## config.mk

```make
export PLATFORM = sky130hd
export DESIGN_NAME = triple_encoder_counter_telemetry_core
export DESIGN_NICKNAME = d
export VERILOG_FILES = /design/src/sv/tec_pkg.sv /design/src/sv/tec_front.sv /design/src/sv/tec_frame_queue.sv /design/src/sv/tec_serializer.sv /design/src/sv/triple_encoder_counter_telemetry_core.sv
export SDC_FILE = /design/constraint.sdc
export NUM_CORES = 1
export LEC_CHECK = 0
export BUFFER_PORTS_ARGS = -buffer_cell sky130_fd_sc_hd__buf_2
export CORE_MARGIN = 2
export CORE_UTILIZATION = 55
export CTS_CLUSTER_SIZE = 40
export DETAILED_ROUTE_END_ITERATION = 7
export GPL_ROUTABILITY_DRIVEN = 0
export PLACE_DENSITY = 0.72
export SLEW_MARGIN = 40
export SYNTH_ARGS = -nofsm -noshare
export SYNTH_HDL_FRONTEND = slang
export SYNTH_SLANG_ARGS = --single-unit
```

## constraint.sdc

```tcl
create_clock -name clk -period 4.7 [get_ports clk]
set_input_delay 0.235 -clock clk [delete_from_list [all_inputs] [get_ports clk]]
set_output_delay 0.235 -clock clk [all_outputs]
set_load 0.005 [all_outputs]
```

## src/sv/tec_pkg.sv

```systemverilog
`default_nettype none
// ----------------------------------------------------------------------------
// tec_pkg
// Shared codes, widths and constants of the triple encoder counter core.
// ----------------------------------------------------------------------------
package tec_pkg;

    // input word fields
    localparam int CMD_W      = 2;
    localparam int ENC_SEL_W  = 2;
    localparam int LEVELS_W   = 6;
    localparam int COUNT_W    = 16;
    localparam int BYTE_W     = 8;

    typedef logic [CMD_W-1:0]     cmd_t;
    typedef logic [ENC_SEL_W-1:0] enc_sel_t;
    typedef logic [LEVELS_W-1:0]  levels_t;
    typedef logic [COUNT_W-1:0]   count_t;
    typedef logic [BYTE_W-1:0]    byte_t;

    // command codes
    localparam cmd_t CMD_EDGE   = 2'd0;
    localparam cmd_t CMD_TICK   = 2'd1;
    localparam cmd_t CMD_POLL   = 2'd2;
    localparam cmd_t CMD_PRESET = 2'd3;

    // frame and gripper bytes
    localparam byte_t FRAME_START = 8'hF5;
    localparam byte_t GRIP_GRAB   = 8'h1F;
    localparam byte_t GRIP_OPEN   = 8'h11;

    // reset value of the preset register and of every count
    localparam count_t PRESET_RESET = 16'd300;

    // default sizes
    localparam int ENCODERS_DEFAULT    = 3;
    localparam int QUEUE_DEPTH_DEFAULT = 2;

endpackage
`default_nettype wire

```

## src/sv/tec_front.sv

```systemverilog
`default_nettype none
// ----------------------------------------------------------------------------
// tec_front
// Accepts input words, keeps the encoder counts, pending marks, gripper byte
// and heartbeat, and pushes a frame snapshot into the queue on each tick.
// ----------------------------------------------------------------------------
module tec_front #(
    parameter int ENCODERS = tec_pkg::ENCODERS_DEFAULT,
    parameter int SNAP_W   = 16 * ENCODERS + 9
) (
    input  wire                    clk,
    input  wire                    rst_n,
    input  wire                    count_preset_wr_en,
    input  wire tec_pkg::count_t   count_preset,
    input  wire                    in_valid,
    output logic                   in_stall,
    input  wire tec_pkg::cmd_t     cmd,
    input  wire tec_pkg::enc_sel_t edge_encoder,
    input  wire                    edge_on_b,
    input  wire tec_pkg::levels_t  phase_levels,
    input  wire                    grip_pressed,
    output logic                   push,
    output logic [SNAP_W-1:0]      push_data,
    input  wire                    queue_full
);
    import tec_pkg::*;

    localparam int LV_W = 2 * ENCODERS + LEVELS_W;

    count_t                 preset_reg;
    count_t                 count_reg [ENCODERS];
    count_t                 count_next[ENCODERS];
    logic [ENCODERS-1:0]    a_pend_reg, a_pend_next;
    logic [ENCODERS-1:0]    b_pend_reg, b_pend_next;
    byte_t                  grip_reg, grip_next;
    logic                   beat_reg, beat_next;
    logic                   accept;
    logic [LV_W-1:0]        levels_ext;

    // a tick waits only while the frame queue is full
    assign in_stall = (cmd == CMD_TICK) && queue_full;
    assign accept   = in_valid && !in_stall;
    assign push     = accept && (cmd == CMD_TICK);

    // levels above the input width read as zero
    assign levels_ext = {{(2 * ENCODERS){1'b0}}, phase_levels};

    // snapshot: counts in the low bits, gripper byte, heartbeat after the tick
    always_comb
    begin
        for (int k = 0; k < ENCODERS; k++)
        begin
            push_data[16 * k +: 16] = count_reg[k];
        end
        push_data[16 * ENCODERS +: 8] = grip_reg;
        push_data[SNAP_W-1]           = !beat_reg;
    end

    // next state per command
    always_comb
    begin
        a_pend_next = a_pend_reg;
        b_pend_next = b_pend_reg;
        grip_next   = grip_reg;
        beat_next   = beat_reg;
        for (int k = 0; k < ENCODERS; k++)
        begin
            count_next[k] = count_reg[k];
        end
        if (accept)
        begin
            case (cmd)
                CMD_EDGE:
                begin
                    for (int k = 0; k < ENCODERS; k++)
                    begin
                        if (int'(edge_encoder) == k)
                        begin
                            if (!edge_on_b)
                            begin
                                if (b_pend_reg[k])
                                begin
                                    count_next[k]  = count_reg[k] + 16'd1;
                                    a_pend_next[k] = 1'b0;
                                    b_pend_next[k] = 1'b0;
                                end
                                else
                                begin
                                    a_pend_next[k] = 1'b1;
                                end
                            end
                            else
                            begin
                                if (a_pend_reg[k])
                                begin
                                    count_next[k]  = count_reg[k] - 16'd1;
                                    a_pend_next[k] = 1'b0;
                                    b_pend_next[k] = 1'b0;
                                end
                                else
                                begin
                                    b_pend_next[k] = 1'b1;
                                end
                            end
                        end
                    end
                end
                CMD_TICK:
                begin
                    beat_next = !beat_reg;
                end
                CMD_POLL:
                begin
                    grip_next = grip_pressed ? GRIP_GRAB : GRIP_OPEN;
                    for (int k = 0; k < ENCODERS; k++)
                    begin
                        if (levels_ext[2 * k] && levels_ext[2 * k + 1])
                        begin
                            a_pend_next[k] = 1'b0;
                            b_pend_next[k] = 1'b0;
                        end
                    end
                end
                CMD_PRESET:
                begin
                    for (int k = 0; k < ENCODERS; k++)
                    begin
                        count_next[k] = preset_reg;
                    end
                end
                default:
                begin
                    beat_next = beat_reg;
                end
            endcase
        end
    end

    // state registers
    always_ff @(posedge clk or negedge rst_n)
    begin
        if (!rst_n)
        begin
            preset_reg <= PRESET_RESET;
            a_pend_reg <= '0;
            b_pend_reg <= '0;
            grip_reg   <= '0;
            beat_reg   <= 1'b0;
            for (int k = 0; k < ENCODERS; k++)
            begin
                count_reg[k] <= PRESET_RESET;
            end
        end
        else
        begin
            if (count_preset_wr_en)
            begin
                preset_reg <= count_preset;
            end
            a_pend_reg <= a_pend_next;
            b_pend_reg <= b_pend_next;
            grip_reg   <= grip_next;
            beat_reg   <= beat_next;
            for (int k = 0; k < ENCODERS; k++)
            begin
                count_reg[k] <= count_next[k];
            end
        end
    end

endmodule
`default_nettype wire

```

## src/sv/tec_frame_queue.sv

```systemverilog
`default_nettype none
// ----------------------------------------------------------------------------
// tec_frame_queue
// Short first-in first-out queue of frame snapshots between front and back.
// ----------------------------------------------------------------------------
module tec_frame_queue #(
    parameter int WIDTH = 57,
    parameter int DEPTH = tec_pkg::QUEUE_DEPTH_DEFAULT
) (
    input  wire               clk,
    input  wire               rst_n,
    input  wire               push,
    input  wire [WIDTH-1:0]   push_data,
    output logic              full,
    input  wire               pop,
    output logic              not_empty,
    output logic [WIDTH-1:0]  head_data
);
    import tec_pkg::*;

    localparam int PTR_W = (DEPTH > 1) ? $clog2(DEPTH) : 1;
    localparam int CNT_W = $clog2(DEPTH + 1);
    localparam logic [PTR_W-1:0] LAST_PTR = PTR_W'(DEPTH - 1);
    localparam logic [CNT_W-1:0] FULL_CNT = CNT_W'(DEPTH);

    logic [WIDTH-1:0]  entry_reg [DEPTH];
    logic [PTR_W-1:0]  wr_ptr_reg, wr_ptr_next;
    logic [PTR_W-1:0]  rd_ptr_reg, rd_ptr_next;
    logic [CNT_W-1:0]  fill_reg, fill_next;
    logic              do_push, do_pop;

    assign full      = (fill_reg == FULL_CNT);
    assign not_empty = (fill_reg != '0);
    assign head_data = entry_reg[rd_ptr_reg];
    assign do_push   = push && !full;
    assign do_pop    = pop && not_empty;

    // pointer and fill count updates
    always_comb
    begin
        wr_ptr_next = wr_ptr_reg;
        rd_ptr_next = rd_ptr_reg;
        fill_next   = fill_reg;
        if (do_push)
        begin
            wr_ptr_next = (wr_ptr_reg == LAST_PTR) ? '0 : wr_ptr_reg + 1'b1;
        end
        if (do_pop)
        begin
            rd_ptr_next = (rd_ptr_reg == LAST_PTR) ? '0 : rd_ptr_reg + 1'b1;
        end
        if (do_push && !do_pop)
        begin
            fill_next = fill_reg + 1'b1;
        end
        else if (do_pop && !do_push)
        begin
            fill_next = fill_reg - 1'b1;
        end
    end

    // control registers
    always_ff @(posedge clk or negedge rst_n)
    begin
        if (!rst_n)
        begin
            wr_ptr_reg <= '0;
            rd_ptr_reg <= '0;
            fill_reg   <= '0;
        end
        else
        begin
            wr_ptr_reg <= wr_ptr_next;
            rd_ptr_reg <= rd_ptr_next;
            fill_reg   <= fill_next;
        end
    end

    // snapshot storage
    always_ff @(posedge clk)
    begin
        if (do_push)
        begin
            entry_reg[wr_ptr_reg] <= push_data;
        end
    end

endmodule
`default_nettype wire

```

## src/sv/tec_serializer.sv

```systemverilog
`default_nettype none
// ----------------------------------------------------------------------------
// tec_serializer
// Turns the queue's head snapshot into one frame, a byte per cycle while
// out_stall is low, with a running checksum and a registered output word.
// ----------------------------------------------------------------------------
module tec_serializer #(
    parameter int ENCODERS = tec_pkg::ENCODERS_DEFAULT,
    parameter int SNAP_W   = 16 * ENCODERS + 9
) (
    input  wire                   clk,
    input  wire                   rst_n,
    input  wire                   head_valid,
    input  wire [SNAP_W-1:0]      head_data,
    output logic                  pop,
    output logic                  out_valid,
    input  wire                   out_stall,
    output tec_pkg::byte_t        out_byte,
    output logic                  last_byte,
    output logic                  led_level
);
    import tec_pkg::*;

    localparam int FRAME_LEN = 2 * ENCODERS + 3;
    localparam int IDX_W     = $clog2(FRAME_LEN);
    localparam logic [IDX_W-1:0] GRIP_IDX = IDX_W'(2 * ENCODERS + 1);
    localparam logic [IDX_W-1:0] SUM_IDX  = IDX_W'(2 * ENCODERS + 2);

    logic [IDX_W-1:0]  idx_reg, idx_next;
    byte_t             sum_reg, sum_next;
    logic              valid_reg, valid_next;
    byte_t             byte_reg, byte_next;
    logic              last_reg, last_next;
    logic              led_reg, led_next;
    logic              slot_free, emit;
    logic [IDX_W-1:0]  pos, enc_pos;
    count_t            sel_count;
    byte_t             sel_byte;

    // output slot takes a new word when empty or being taken
    assign slot_free = !valid_reg || !out_stall;
    assign emit      = slot_free && head_valid;
    assign pop       = emit && (idx_reg == SUM_IDX);

    // pick the count byte for this position
    assign pos     = idx_reg - 1'b1;
    assign enc_pos = pos >> 1;

    always_comb
    begin
        sel_count = '0;
        for (int k = 0; k < ENCODERS; k++)
        begin
            if (enc_pos == IDX_W'(k))
            begin
                sel_count = head_data[16 * k +: 16];
            end
        end
    end

    // byte at the current frame position
    always_comb
    begin
        if (idx_reg == '0)
        begin
            sel_byte = FRAME_START;
        end
        else if (idx_reg == GRIP_IDX)
        begin
            sel_byte = head_data[16 * ENCODERS +: 8];
        end
        else if (idx_reg == SUM_IDX)
        begin
            sel_byte = sum_reg;
        end
        else
        begin
            sel_byte = pos[0] ? sel_count[7:0] : sel_count[15:8];
        end
    end

    // frame position, checksum and output word
    always_comb
    begin
        idx_next   = idx_reg;
        sum_next   = sum_reg;
        valid_next = valid_reg;
        byte_next  = byte_reg;
        last_next  = last_reg;
        led_next   = led_reg;
        if (slot_free)
        begin
            valid_next = head_valid;
        end
        if (emit)
        begin
            byte_next = sel_byte;
            last_next = (idx_reg == SUM_IDX);
            led_next  = head_data[SNAP_W-1];
            if (idx_reg == SUM_IDX)
            begin
                idx_next = '0;
            end
            else
            begin
                idx_next = idx_reg + 1'b1;
            end
            if (idx_reg == '0)
            begin
                sum_next = '0;
            end
            else if (idx_reg != SUM_IDX)
            begin
                sum_next = sum_reg + sel_byte;
            end
        end
    end

    // control registers
    always_ff @(posedge clk or negedge rst_n)
    begin
        if (!rst_n)
        begin
            idx_reg   <= '0;
            valid_reg <= 1'b0;
        end
        else
        begin
            idx_reg   <= idx_next;
            valid_reg <= valid_next;
        end
    end

    // payload registers
    always_ff @(posedge clk)
    begin
        sum_reg  <= sum_next;
        byte_reg <= byte_next;
        last_reg <= last_next;
        led_reg  <= led_next;
    end

    assign out_valid = valid_reg;
    assign out_byte  = byte_reg;
    assign last_byte = last_reg;
    assign led_level = led_reg;

endmodule
`default_nettype wire

```

## src/sv/triple_encoder_counter_telemetry_core.sv

```systemverilog
`default_nettype none
// ----------------------------------------------------------------------------
// triple_encoder_counter_telemetry_core
// Quadrature encoder counters with a byte-serial telemetry frame output.
// ----------------------------------------------------------------------------
// The core takes one input word per clock: phase edges, level polls and
// preset loads are absorbed in the cycle they are accepted and give no
// output. A timer tick toggles the heartbeat and captures the counts,
// gripper byte and heartbeat into a frame queue of QUEUE_DEPTH entries; the
// serializer then sends 2*ENCODERS+3 bytes (nine for three encoders), one per
// cycle while out_stall is low: 0xF5, each count high byte first, the
// gripper byte and the 8-bit sum of the bytes between start and sum. A tick
// is stalled only while the frame queue is full, so the frame serializer's
// one-byte-per-cycle output sets the sustained tick rate; all other words
// flow at one per cycle. The user writes count_preset with count_preset_wr_en
// only while the core is idle; the core itself does not enforce this.
// ----------------------------------------------------------------------------
module triple_encoder_counter_telemetry_core #(
    parameter int ENCODERS    = tec_pkg::ENCODERS_DEFAULT,
    parameter int QUEUE_DEPTH = tec_pkg::QUEUE_DEPTH_DEFAULT
) (
    input  wire                    clk,
    input  wire                    rst_n,
    input  wire                    count_preset_wr_en,
    input  wire tec_pkg::count_t   count_preset,
    input  wire                    in_valid,
    output logic                   in_stall,
    input  wire tec_pkg::cmd_t     cmd,
    input  wire tec_pkg::enc_sel_t edge_encoder,
    input  wire                    edge_on_b,
    input  wire tec_pkg::levels_t  phase_levels,
    input  wire                    grip_pressed,
    output logic                   out_valid,
    input  wire                    out_stall,
    output tec_pkg::byte_t         out_byte,
    output logic                   last_byte,
    output logic                   led_level
);
    import tec_pkg::*;

    localparam int SNAP_W = COUNT_W * ENCODERS + BYTE_W + 1;

    logic               push, pop;
    logic               queue_full, queue_not_empty;
    logic [SNAP_W-1:0]  push_data, head_data;

    // front: state update and frame capture
    tec_front #(
        .ENCODERS (ENCODERS),
        .SNAP_W   (SNAP_W)
    ) u_front (
        .clk                (clk),
        .rst_n              (rst_n),
        .count_preset_wr_en (count_preset_wr_en),
        .count_preset       (count_preset),
        .in_valid           (in_valid),
        .in_stall           (in_stall),
        .cmd                (cmd),
        .edge_encoder       (edge_encoder),
        .edge_on_b          (edge_on_b),
        .phase_levels       (phase_levels),
        .grip_pressed       (grip_pressed),
        .push               (push),
        .push_data          (push_data),
        .queue_full         (queue_full)
    );

    // frame queue between front and back
    tec_frame_queue #(
        .WIDTH (SNAP_W),
        .DEPTH (QUEUE_DEPTH)
    ) u_queue (
        .clk       (clk),
        .rst_n     (rst_n),
        .push      (push),
        .push_data (push_data),
        .full      (queue_full),
        .pop       (pop),
        .not_empty (queue_not_empty),
        .head_data (head_data)
    );

    // back: frame serializer
    tec_serializer #(
        .ENCODERS (ENCODERS),
        .SNAP_W   (SNAP_W)
    ) u_serializer (
        .clk        (clk),
        .rst_n      (rst_n),
        .head_valid (queue_not_empty),
        .head_data  (head_data),
        .pop        (pop),
        .out_valid  (out_valid),
        .out_stall  (out_stall),
        .out_byte   (out_byte),
        .last_byte  (last_byte),
        .led_level  (led_level)
    );

endmodule
`default_nettype wire
```

==> flow_metrics.tcl <==
set metrics [dict create \
    start_util_pct 55.68 \
    vias 7472 \
    drtIter0Drc 478 \
    p_seq_share_pct 35.6 \
    drt-total-wl_microns 23850 \
    fmax_mhz 240.5 \
    rsz0062_at_grt "no" \
    core-area_sq_um 19270 \
    async_flop_share_pct 40.59 \
    finClkSkew_ns 0.01397 \
    cp.arrival_ns 4.41 \
    internal-power_w 0.005434 \
    layout.nets 1078 \
    synthMostInstantiatedCell "edfxtp_1" \
    ctsLongestPathBuffers 3 \
    cp_max_fo 8 \
    max_stage_delay_ns 0.36 \
    drive_gt1_share_pct 17.38 \
    power_density_nw_per_um2 712.4 \
    critPathRequiredTime_ns 4.95 \
    die_w_microns 143.7 \
    power_switching_w 0.003289 \
    max_slew_margin_pct 47.88 \
    pwr-share-comb_pct 43.4 \
    synth_seq_cells 202 \
    cp-start-kind "flop" \
    grt_pass1_vias 6862 \
    yosys.area.top_type_share_pct 33.58 \
    p_clk_share_pct 21.0 \
    cts_made_buffers 22 \
    worst_slew_pin_slew_ns 0.7736 \
    clkSinkCount 202 \
    rows 51 \
    slowest_stage "o21ai_0" \
    end_kind "flop" \
    irDropWorstVdd_mv 0.3341 \
    yosys_warnings 0 \
    viasPerCell 5.902 \
    syn_nets 1010 \
    yosysTopAreaCell "edfxtp_1" \
    drt-pass1-iter-count 4 \
    ys_seq_area_share_pct 52.89 \
    hold_viol_final 0 \
    swShare_pct 37.71 \
    crit_type "flop to flop" \
    synthTopCellsByArea "edfxtp_1 (34%), dfrtp_1 (15%), ha_1 (6.5%), dfstp_2 (3.9%), mux2_2 (3.5%)" \
    overflow 0 \
    grt_start_max_net_pins 56 \
    num_io_pins 45 \
    ctsResizeCount 0 \
    crit_chain "clkinv_1 > ha_1 > and3b_1 > a31oi_2 > o22ai_1 > o21ai_0 > a21boi_0 > o21ai_0 > inv_1 > ha_1 > a21o_1 > a21oi_1 > o21bai_1 > a21oi_1 > o21ai_0 > xor2_1 > mux2i_1 > a21oi_1" \
    htreeDepth 1 \
    cts_setup_buffers 0 \
    status "completed" \
    netlist-cell-type-count 69 \
    grt_pass1_wl_microns 37140 \
    cts_root_buffer "clkbuf_16" \
    largest_register_ffs 102 \
    synth_edf_count 120 \
    fin_area_sq_um 12250 \
    hpwl_microns 16910 \
    postSynthCellCount 917 \
    synth_area_sq_um 10730 \
    finalSetupTns_ns 0 \
    area_growth_pct 14.12 \
    io_buffers 44 \
    finalCritPeriodShare_pct 88.47 \
    placed_area_sq_um 11270 \
    grtUsageTotal_pct 23.65 \
    maxSlewViolCount 0 \
    clkSlewWorstSetupHoldPaths_ns 0.06 \
    min_period_ns 4.158 \
    drv_cap 0 \
    setup_viol 0 \
    antenna_found_initial 0 \
    synth_flop_cell "edfxtp_1" \
    dieArea_sq_um 20640 \
    ant_nets 0 \
    syn_area_per_cell_sq_um 11.70 \
    hp-class "primary input to flop" \
    synth_top_cells_by_count "edfxtp_1 (120), o21ai_0 (69), dfrtp_1 (66)" \
    clk_latency_ns 0.51 \
    route.detailed.drc 0 \
    p_leak_nw 4.812 \
    die_y_microns 143.7 \
    tritoncts "done" \
    antenna_cells 0 \
    wl_per_cell_microns 18.84 \
]
==> layout make-up <==
class                      instances  area, sq um
multi-input combinational        643         4788
timing repair buffer              77        518.0
clock inverter                    15        202.7
sequential                       202         5677
tap                              265        331.6
inverter                          39        146.4
clock buffer                      25        581.8
fill                            1498         7025
==> metal layers <==
metal / track usage [%] / routed length [microns]
met4: 9.443 / 949
met1: 34.22 / 10930
met2: 36.29 / 10860
met5: 0 / 0
met3: 3.366 / 1112
==> critical path, delay by kind of cell, from the launching register on <==
kind	cells	cell delay (ns)
DFF	1	0.35
and+or+nand+nor	1	0.19
muxes	1	0.16
AOI/OAI and AO/OA	11	2.06
xor gates and xnor gates	1	0.19
buffers and inverters	2	0.30
adders and majority gates	2	0.64
==> power by group through the flow <==
stage                     Clock, W  Sequential [W]  Combinational (W)
after global placement           0         0.00310            0.00366
after CTS                  0.00187         0.00310            0.00378
after global routing       0.00193         0.00318            0.00424
after floorplan                  0         0.00288            0.00302
after detailed placement         0         0.00313            0.00373
final                      0.00183         0.00311            0.00379
==> kinds of logic after synthesis <==
| family | after synthesis | share of synthesized area (%) |
|---|---|---|
| AO/OA/AOI/OAI | 249 | 14.96 |
| AND/OR/NAND/NOR | 217 | 10.17 |
| flip-flops | 202 | 52.89 |
| multiplexers | 77 | 8.734 |
| buffers and inverters | 72 | 2.705 |
| adder cells (fa/ha/maj) | 60 | 7.276 |
| XOR/XNOR | 40 | 3.265 |
==> cell usage in the layout (no fill, tap or decap), types with 16 or more instances in the layout <==
| master | count |
|---|---|
| nand2b_1 | 16 |
| nand2_1 | 57 |
| a21oi_1 | 54 |
| dfstp_2 | 16 |
| a211oi_1 | 17 |
| buf_2 | 43 |
| mux2i_1 | 34 |
| dfrtp_1 | 65 |
| xor2_1 | 20 |
| xnor2_1 | 20 |
| mux2_2 | 33 |
| inv_1 | 37 |
| dlygate4sd3_1 | 19 |
| clkbuf_16 | 22 |
| ha_1 | 55 |
| nor2_1 | 51 |
| edfxtp_1 | 120 |
| o21ai_0 | 69 |
| nor2b_1 | 23 |
==> path summary, 6_finish.rpt <==
| check | startpoint | to | slack, ns | depth (start not counted) |
|---|---|---|---|---|
| max in group asynchronous | rst_n | u_front.push_data[41] | 3.45 | 3 |
| max reg2reg | u_serializer.idx_reg[0] | u_serializer.sum_reg[7] | 0.54 | 18 |
| min reg2reg | u_front.grip_reg[3] | u_queue.entry_reg[1][51] | 0.47 | 0 |
| min | edge_on_b | u_front.a_pend_reg[1] | 0.16 | 2 |
| max | u_serializer.idx_reg[0] | u_serializer.sum_reg[7] | 0.54 | 18 |
| min in group asynchronous | rst_n | u_front.push_data[6] | 0.20 | 2 |
==> metrics by stage <==
step	total power, W	worst slack, ns	instances	utilization, %	hold slack (ns)
after global placement	0.006765	0.6971	1207	58.42	0.1951
final	0.008724	0.5417	1266	63.54	0.1614
after floorplan	0.005901	0.5748	917	-	-0.06059
after global routing	0.009352	0.1635	1266	63.54	0.1650
after detailed placement	0.006861	0.5700	1207	58.49	0.1996
after CTS	0.008742	0.5513	1266	63.54	0.1444
==> timing repair <==
action / 4_1_cts / 5_1_grt
setup endpoints to repair: 0 / 0
hold buffers: 19 / 0
endpoints found under the hold margin: 45 / 0
No activity file was read; power rests on OpenSTA's default activity.
